## src/rtl/asc85_pkg.sv

```systemverilog
// asc85_pkg: shared types and constants for the ascii85 stream decoder
// used by asc85_front, asc85_fifo, asc85_back and ascii85_stream_decoder
// no dependencies
package asc85_pkg;

    // frame tracking phases
    typedef enum logic [1:0] {
        PH_WAIT_LT    = 2'd0,
        PH_WAIT_TILDE = 2'd1,
        PH_FRAME      = 2'd2
    } t_phase;

    // one decoded group handed from front to back
    // nbytes of zero marks a bare end marker
    typedef struct packed {
        logic [31:0] word;
        logic [2:0]  nbytes;
        logic        is_end;
    } t_cmd;

    // character codes
    localparam logic [7:0] CH_BANG  = 8'h21;
    localparam logic [7:0] CH_U     = 8'h75;
    localparam logic [7:0] CH_Z     = 8'h7A;
    localparam logic [7:0] CH_TILDE = 8'h7E;
    localparam logic [7:0] CH_LT    = 8'h3C;
    localparam logic [7:0] CH_SPACE = 8'h20;

    // base-85 arithmetic
    localparam logic [6:0] RADIX       = 7'd85;
    localparam logic [2:0] LAST_DIGIT  = 3'd4;
    localparam logic [2:0] GROUP_BYTES = 3'd4;

    // padding with k 'u' digits turns acc into (acc + 1) * 85^k - 1,
    // k = 5 - n for n pending digits, scale taken modulo 2^32
    function automatic logic [31:0] pad_scale(input logic [2:0] n);
        logic [31:0] s;
        unique case (n)
            3'd0:    s = 32'd142085829;
            3'd1:    s = 32'd52200625;
            3'd2:    s = 32'd614125;
            3'd3:    s = 32'd7225;
            3'd4:    s = 32'd85;
            default: s = 32'd1;
        endcase
        return s;
    endfunction

endpackage

```

## src/rtl/asc85_front.sv

```systemverilog
// asc85_front: takes characters, tracks framing and builds base-85 groups
// emits one group transaction per finished group, 'z' or closer
// depends on asc85_pkg
module asc85_front (
    input  logic             i_clk,
    input  logic             i_rst_n,
    input  logic             i_valid,
    input  logic [7:0]       i_in_char,
    output logic             o_cmd_valid,
    output asc85_pkg::t_cmd  o_cmd
);

    asc85_pkg::t_phase r_phase, n_phase;
    logic [31:0]       r_acc, n_acc;
    logic [2:0]        r_count, n_count;

    logic [7:0]        w_digit;
    logic [31:0]       w_mac;
    logic [31:0]       w_pad;
    logic              w_is_digit;

    // datapath: one digit step or the closer padding step
    assign w_digit    = i_in_char - asc85_pkg::CH_BANG;
    assign w_is_digit = (i_in_char >= asc85_pkg::CH_BANG) && (i_in_char <= asc85_pkg::CH_U);
    assign w_mac      = (r_acc * 32'(asc85_pkg::RADIX)) + {24'd0, w_digit};
    assign w_pad      = ((r_acc + 32'd1) * asc85_pkg::pad_scale(r_count)) - 32'd1;

    // next phase
    always_comb begin
        n_phase = r_phase;
        if (i_valid) begin
            unique case (r_phase)
                asc85_pkg::PH_WAIT_TILDE: begin
                    if (i_in_char == asc85_pkg::CH_TILDE) begin
                        n_phase = asc85_pkg::PH_FRAME;
                    end else if (i_in_char != asc85_pkg::CH_LT) begin
                        n_phase = asc85_pkg::PH_WAIT_LT;
                    end
                end
                asc85_pkg::PH_FRAME: begin
                    if (i_in_char == asc85_pkg::CH_TILDE) begin
                        n_phase = asc85_pkg::PH_WAIT_LT;
                    end
                end
                default: begin
                    n_phase = (i_in_char == asc85_pkg::CH_LT) ? asc85_pkg::PH_WAIT_TILDE
                                                              : asc85_pkg::PH_WAIT_LT;
                end
            endcase
        end
    end

    // accumulator, digit count and group transaction
    always_comb begin
        n_acc         = r_acc;
        n_count       = r_count;
        o_cmd_valid   = 1'b0;
        o_cmd.word    = w_mac;
        o_cmd.nbytes  = asc85_pkg::GROUP_BYTES;
        o_cmd.is_end  = 1'b0;
        if (i_valid) begin
            unique case (r_phase)
                asc85_pkg::PH_WAIT_TILDE: begin
                    if (i_in_char == asc85_pkg::CH_TILDE) begin
                        n_acc   = 32'd0;
                        n_count = 3'd0;
                    end
                end
                asc85_pkg::PH_FRAME: begin
                    priority if (i_in_char == asc85_pkg::CH_TILDE) begin
                        // closer: pad the partial group
                        o_cmd_valid  = 1'b1;
                        o_cmd.word   = w_pad;
                        o_cmd.nbytes = (r_count < 3'd2) ? 3'd0 : r_count - 3'd1;
                        o_cmd.is_end = 1'b1;
                        n_acc        = 32'd0;
                        n_count      = 3'd0;
                    end else if (i_in_char <= asc85_pkg::CH_SPACE) begin
                        n_acc = r_acc;
                    end else if (i_in_char == asc85_pkg::CH_Z) begin
                        // four zero bytes only at a group start
                        if (r_count == 3'd0) begin
                            o_cmd_valid = 1'b1;
                            o_cmd.word  = 32'd0;
                            n_acc       = 32'd0;
                        end
                    end else if (w_is_digit) begin
                        if (r_count == asc85_pkg::LAST_DIGIT) begin
                            o_cmd_valid = 1'b1;
                            n_acc       = 32'd0;
                            n_count     = 3'd0;
                        end else begin
                            n_acc   = w_mac;
                            n_count = r_count + 3'd1;
                        end
                    end else begin
                        n_acc = r_acc;
                    end
                end
                default: begin
                    n_acc = r_acc;
                end
            endcase
        end
    end

    // state registers
    always_ff @(posedge i_clk) begin
        if (!i_rst_n) begin
            r_phase <= asc85_pkg::PH_WAIT_LT;
            r_acc   <= 32'd0;
            r_count <= 3'd0;
        end else begin
            r_phase <= n_phase;
            r_acc   <= n_acc;
            r_count <= n_count;
        end
    end

endmodule

```

## src/rtl/asc85_fifo.sv

```systemverilog
// asc85_fifo: short group queue between front and back
// flop storage, head visible while not empty
// depends on asc85_pkg
module asc85_fifo #(
    parameter int DEPTH = 4
) (
    input  logic             i_clk,
    input  logic             i_rst_n,
    input  logic             i_push,
    input  asc85_pkg::t_cmd  i_cmd,
    input  logic             i_pop,
    output asc85_pkg::t_cmd  o_head,
    output logic             o_full,
    output logic             o_empty
);

    localparam int AW = (DEPTH > 1) ? $clog2(DEPTH) : 1;
    localparam int CW = $clog2(DEPTH + 1);
    localparam logic [AW-1:0] LAST_PTR = AW'(DEPTH - 1);
    localparam logic [CW-1:0] FULL_CNT = CW'(DEPTH);

    asc85_pkg::t_cmd r_mem [DEPTH];
    logic [AW-1:0]   r_wptr, r_rptr;
    logic [CW-1:0]   r_count;
    logic            w_wr, w_rd;

    assign o_full  = (r_count == FULL_CNT);
    assign o_empty = (r_count == '0);
    assign o_head  = r_mem[r_rptr];
    assign w_wr    = i_push && !o_full;
    assign w_rd    = i_pop && !o_empty;

    // storage
    always_ff @(posedge i_clk) begin
        if (w_wr) begin
            r_mem[r_wptr] <= i_cmd;
        end
    end

    // pointers and fill level
    always_ff @(posedge i_clk) begin
        if (!i_rst_n) begin
            r_wptr  <= '0;
            r_rptr  <= '0;
            r_count <= '0;
        end else begin
            if (w_wr) begin
                r_wptr <= (r_wptr == LAST_PTR) ? '0 : r_wptr + AW'(1);
            end
            if (w_rd) begin
                r_rptr <= (r_rptr == LAST_PTR) ? '0 : r_rptr + AW'(1);
            end
            if (w_wr && !w_rd) begin
                r_count <= r_count + CW'(1);
            end else if (w_rd && !w_wr) begin
                r_count <= r_count - CW'(1);
            end
        end
    end

endmodule

```

## src/rtl/asc85_back.sv

```systemverilog
// asc85_back: splits group transactions into byte results, high byte first
// holds the current group and presents one result at a time
// depends on asc85_pkg
module asc85_back (
    input  logic             i_clk,
    input  logic             i_rst_n,
    input  asc85_pkg::t_cmd  i_head,
    input  logic             i_q_empty,
    output logic             o_q_pop,
    input  logic             i_pop,
    output logic             o_empty,
    output logic [7:0]       o_out_byte,
    output logic             o_byte_valid,
    output logic             o_message_end,
    output logic             o_last
);

    asc85_pkg::t_cmd r_cmd;
    logic            r_busy;
    logic [1:0]      r_idx;
    logic [7:0]      w_sel;
    logic            w_take;

    // byte select
    always_comb begin
        unique case (r_idx)
            2'd0: w_sel = r_cmd.word[31:24];
            2'd1: w_sel = r_cmd.word[23:16];
            2'd2: w_sel = r_cmd.word[15:8];
            2'd3: w_sel = r_cmd.word[7:0];
        endcase
    end

    // result ports
    assign o_empty       = !r_busy;
    assign o_byte_valid  = (r_cmd.nbytes != 3'd0);
    assign o_out_byte    = o_byte_valid ? w_sel : 8'd0;
    assign o_message_end = r_cmd.is_end;
    assign o_last        = !o_byte_valid || ({1'b0, r_idx} == (r_cmd.nbytes - 3'd1));

    // load the next group when idle or when the last byte leaves
    assign w_take  = r_busy && i_pop;
    assign o_q_pop = !i_q_empty && (!r_busy || (w_take && o_last));

    // current group
    always_ff @(posedge i_clk) begin
        if (o_q_pop) begin
            r_cmd <= i_head;
        end
    end

    // control
    always_ff @(posedge i_clk) begin
        if (!i_rst_n) begin
            r_busy <= 1'b0;
            r_idx  <= 2'd0;
        end else begin
            if (o_q_pop) begin
                r_busy <= 1'b1;
                r_idx  <= 2'd0;
            end else if (w_take) begin
                if (o_last) begin
                    r_busy <= 1'b0;
                    r_idx  <= 2'd0;
                end else begin
                    r_idx <= r_idx + 2'd1;
                end
            end
        end
    end

endmodule

```

## src/rtl/ascii85_stream_decoder.sv

```systemverilog
// ascii85_stream_decoder: top level of the ascii85 stream decoder
// front, group queue and back; depends on asc85_pkg, asc85_front,
// asc85_fifo and asc85_back
//
//   channel   | ports                                   | accepted when
//   ----------+-----------------------------------------+----------------
//   input     | push, full, i_in_char                   | push & !full
//   result    | pop, empty, o_out_byte, o_byte_valid,    | pop & !empty
//             | o_message_end, o_last                   |
//
// a character is taken every cycle while full is low; a finished group
// passes the group queue and the back's group register; bytes leave at
// one per cycle while pop is high, so a run of 'z' (four bytes per character)
// fills the FIFO_DEPTH-entry group queue and raises full until it drains
// reset is synchronous and clears framing, accumulator, queue and back
module ascii85_stream_decoder #(
    parameter int FIFO_DEPTH = 4
) (
    input  logic       i_clk,
    input  logic       i_rst_n,
    input  logic       push,
    output logic       full,
    input  logic [7:0] i_in_char,
    output logic       empty,
    input  logic       pop,
    output logic [7:0] o_out_byte,
    output logic       o_byte_valid,
    output logic       o_message_end,
    output logic       o_last
);

    logic            w_accept;
    logic            w_cmd_valid;
    asc85_pkg::t_cmd w_cmd;
    asc85_pkg::t_cmd w_head;
    logic            w_q_empty;
    logic            w_q_pop;

    assign w_accept = push && !full;

    // framing and group building
    asc85_front u_front (
        .i_clk       (i_clk),
        .i_rst_n     (i_rst_n),
        .i_valid     (w_accept),
        .i_in_char   (i_in_char),
        .o_cmd_valid (w_cmd_valid),
        .o_cmd       (w_cmd)
    );

    // group queue
    asc85_fifo #(
        .DEPTH (FIFO_DEPTH)
    ) u_fifo (
        .i_clk   (i_clk),
        .i_rst_n (i_rst_n),
        .i_push  (w_cmd_valid),
        .i_cmd   (w_cmd),
        .i_pop   (w_q_pop),
        .o_head  (w_head),
        .o_full  (full),
        .o_empty (w_q_empty)
    );

    // byte output
    asc85_back u_back (
        .i_clk         (i_clk),
        .i_rst_n       (i_rst_n),
        .i_head        (w_head),
        .i_q_empty     (w_q_empty),
        .o_q_pop       (w_q_pop),
        .i_pop         (pop),
        .o_empty       (empty),
        .o_out_byte    (o_out_byte),
        .o_byte_valid  (o_byte_valid),
        .o_message_end (o_message_end),
        .o_last        (o_last)
    );

`ifndef SYNTHESIS
    // a bare end marker is always the closing and final result
    a_bare_marker: assert property (@(posedge i_clk) disable iff (!i_rst_n)
        (!empty && !o_byte_valid) |-> (o_last && o_message_end))
        else $error("bare marker without end or last");

    // a waiting group is loaded into an idle back in the next cycle
    a_back_loads: assert property (@(posedge i_clk) disable iff (!i_rst_n)
        (!w_q_empty && empty) |=> !empty)
        else $error("queued group not loaded");

    // a full queue implies the back holds a result
    a_full_busy: assert property (@(posedge i_clk) disable iff (!i_rst_n)
        full |-> !empty)
        else $error("queue full while back idle");
`endif

endmodule

```

## config.mk

```make
export PLATFORM = sky130hd
export DESIGN_NAME = ascii85_stream_decoder
export DESIGN_NICKNAME = d
export VERILOG_FILES = /design/src/rtl/asc85_pkg.sv /design/src/rtl/asc85_front.sv /design/src/rtl/asc85_fifo.sv /design/src/rtl/asc85_back.sv /design/src/rtl/ascii85_stream_decoder.sv
export SDC_FILE = /design/constraint.sdc
export NUM_CORES = 2
export LEC_CHECK = 0
export ABC_AREA = 1
export BUFFER_PORTS_ARGS = -buffer_cell sky130_fd_sc_hd__buf_2
export CAP_MARGIN = 10
export CORE_ASPECT_RATIO = 0.8
export CORE_UTILIZATION = 55
export CTS_BUF_LIST = sky130_fd_sc_hd__clkbuf_8
export CTS_CLUSTER_SIZE = 12
export DETAILED_ROUTE_END_ITERATION = 10
export PLACE_DENSITY = 0.72
export SLEW_MARGIN = 20
export SYNTH_ARGS = -nofsm -noshare
export SYNTH_HDL_FRONTEND = slang
export SYNTH_SLANG_ARGS = --single-unit
```

## constraint.sdc

```tcl
create_clock -name i_clk -period 10 [get_ports i_clk]
set_input_delay 0.5 -clock i_clk [delete_from_list [all_inputs] [get_ports i_clk]]
set_output_delay 0.5 -clock i_clk [all_outputs]
set_load 0.05 [all_outputs]
```

==> flow_summary.toml <==
[outcome]
outcome = "finished clean"

[drt]
post_drt_via_cell_ratio = 5.696
via_count = 22550
drtPass1Iterations = 6
wire_per_inst_um = 21.98
drc = 0
routed_wl_um = 87010
drt_iter0_drc = 2533
drtAntennaViolNets = 0

[timing]
fin_crit_sh_pct = 95.39
layout_setup_ws_ps = 460.5
fmax_mhz = 104.8
max_slew_margin_pct = 38.39
hold_violations = 0
tns_ps = 0
drv_slew = 0
rsz0062_at_grt = "false"
finClkSkew_ps = 22.71
period_needed_ps = 9539
holdWs_ps = 222.6
setup_viol_count_final = 0
tightest_slew_ps = 917.5

[synthesis]
synth_top_cell_by_area = "fa_1"
synthCells = 3239
yosys_warnings = 0
syn-num-nets = 3929
seq_area_frac_synth_pct = 22.69
synth_edf_count = 180
async_flop_share_pct = 0
synth.ff_latch_count = 227
synthTopCellsByCount = "inv_1, nand2_1, fa_1, nor2_1, ha_1"
avgSynthCellArea_um2 = 8.636
synth_area_um2 = 27970
ys_top_cells_by_area = "fa_1, edfxtp_1, ha_1, inv_1, nand2_1"
synth_cell_types = 51
synth_most_common_cell = "inv_1"
synth_top_cell_area_share_pct = 27.98
ys.flop_type = "edfxtp_1"

[grt]
antenna_found_initial = 3
grt_pass1_wl_um = 133200
grt_pass1_vias = 22570
grtUsageTotal_pct = 34.76
grt-ovfl-total = 0
grt_max_degree = 76

[finish]
nets = 3951
fin_util_pct = 59.20
drive_gt1_share_pct = 5.576
syn2layout_area_growth_pct = 5.743
n_fill_cell = 4427

[clock_network]
clock_insertion_delay_worst_skew_ps = 630
post-cts-setup-buffers = 0
htreeDepth = 1
cts_resized = 0
cts_tree = "done"
max-clock-path-buffers = 3
cts_buffers = 30
clkSinkCount = 227
clock-root-buffer = "clkbuf_8"
holdBufCountCts = 0
clk_pin_slew_ps = 80

[die]
core_area_um2 = 49960
start_util_pct = 55.99
rows = 73
die_y_um = 203.7
io_pins = 25
die_x_um = 254.1
die_area_um2 = 51770

[power_and_ir_drop]
swShare_pct = 50.64
peakVddDrop_v = 0.0001805
seq_power_share_pct = 25.1
combPwrFrac_pct = 59.8
leakage_uw = 0.01472
p_clk_share_pct = 15.1
intPower_uw = 2418
power.switching_uw = 2481
p_per_area_nw_per_um2 = 165.6

[worst_setup_path]
crit_cells = 27
rr_startpoint = "u_front.r_acc[1]"
crit_path_start_kind = "flop"
timing.reg2reg.setup_slack_ps = 460
arrival_ps = 9890
cpMostUsedCell = "fa_1"
max_stage_delay_ps = 710
timing.setup.critical_path_class = "flop to flop"
cp_slowest_cell = "xor2_1"
r2r-end = "u_fifo.r_mem[1][31]"
critPathLaunch = "u_front.r_acc[1]"
critical_path.top_delay_family = "adder cells"
worstSetupEndpoint = "u_fifo.r_mem[1][31]"
cp_max_fo = 8
endpoint_kind = "flop"
worst-path-buf-inv = 3
ff2ff_path_depth = 27
cp.required_ps = 10350

[placed_design]
dp_hpwl_um = 71530
port_buffers = 24
gp_congestion = 1.089
pre_cts_slack_ps = 603.0

[worst_hold_path]
hp-class = "input pin to flop"

[flow_run]
cap_violations = 0
==> metrics by stage <==
step,cells,power (uW),cell area (um^2)
2_1_floorplan,3239,3181,27970
3_3_place_gp,3904,4059,28960
3_5_place_dp,3904,4112,28970
4_1_cts,3957,4853,29580
5_1_grt,3957,5219,29580
6_report,3958,4898,29580
==> state kept, by name (all words and copies together), names as in the netlist, 3 cells and up <==
signal and flops:
u_back.r_cmd 35, u_fifo.r_count 3, u_fifo.r_mem 144, u_front.r_acc 32, u_front.r_count 3
==> cells in the final DEF (no fill, tap or decap), types with 16 or more instances in the layout <==
| master | n |
|---|---|
| buf_2 | 24 |
| o21ai_0 | 159 |
| ha_1 | 287 |
| buf_4 | 36 |
| nand4_1 | 26 |
| edfxtp_1 | 180 |
| inv_2 | 19 |
| nand3_1 | 70 |
| xor2_1 | 38 |
| o22ai_1 | 40 |
| clkbuf_8 | 30 |
| nor2_1 | 376 |
| dfxtp_1 | 46 |
| a21oi_1 | 146 |
| nand2_2 | 16 |
| nand2_1 | 487 |
| xnor2_1 | 26 |
| inv_1 | 744 |
| fa_1 | 391 |
==> power groups by stage <==
stage	sequential (uW)	clock, uW	combinational [uW]
6_report	1230	741	2930
5_1_grt	1240	777	3210
4_1_cts	1230	743	2880
3_5_place_dp	1240	0	2870
3_3_place_gp	1240	0	2820
2_1_floorplan	1230	0	1950
==> cell families (layout without fill, tap and decap cells) <==
logic type / count (synthesis) / after routing / synth area share (%)
AND/OR/NAND/NOR: 1038 / 1038 / 15.45
buffers and inverters: 827 / 870 / 11.15
adder cells (fa/ha/maj): 678 / 678 / 40.82
AO/OA/AOI/OAI: 405 / 405 / 7.890
flip-flops: 227 / 227 / 22.69
XOR/XNOR: 64 / 64 / 2.004
other: 0 / 1 / 0
==> worst min-delay path by stage <==
stage / start / to / slack [ps] / cells after the start
floorplan: u_front.r_phase[0] / u_front.r_phase[0] / 450 / 2
global placement: u_front.r_phase[0] / u_front.r_phase[0] / 460 / 2
detailed placement: u_front.r_phase[0] / u_front.r_phase[0] / 480 / 2
CTS: i_rst_n / u_fifo.r_rptr[0] / 200 / 3
global route: i_rst_n / u_fifo.r_count[2] / 230 / 3
finish: i_rst_n / u_fifo.r_rptr[1] / 220 / 3
==> cell type report <==
| cell class | count | area (um^2) | share of cell area, % |
|---|---|---|---|
| Antenna cell | 1 | 2.502 | 0.008460 |
| Clock buffer | 30 | 412.9 | 1.396 |
| Clock inverter | 23 | 193.9 | 0.6556 |
| Inverter | 757 | 2844 | 9.615 |
| Multi-Input combinational cell | 2185 | 18540 | 62.69 |
| Sequential cell | 227 | 6347 | 21.46 |
| Tap cell | 675 | 844.6 | 2.855 |
| Timing Repair Buffer | 60 | 390.4 | 1.320 |
==> metal layers <==
| layer | global-route usage [%] | wire length [um] |
|---|---|---|
| met2 | 50.32 | 36090 |
| met4 | 8.262 | 2407 |
| met5 | 0 | 27 |
| met3 | 10.02 | 11050 |
| met1 | 51.25 | 37420 |
==> worst register-to-register path: stages, from the launching register on <==
cell and delay, ps:
dfxtp_1 620, ha_1 340, nand3_2 140, nor2_4 210, nand2_1 150, nor2_1 170, nand3_1 90, nor4_1 280
xor2_1 710, inv_1 370, nand2_1 180, fa_1 430, fa_1 560, fa_1 490, fa_1 560, inv_1 60
fa_1 450, fa_1 570, fa_1 440, fa_1 470, ha_1 480, nand2_1 120, nor2_1 230, inv_1 110
o41ai_1 680, a21oi_1 120, o21ai_0 110, nand2_1 120
No activity file was read; power rests on OpenSTA's default activity.
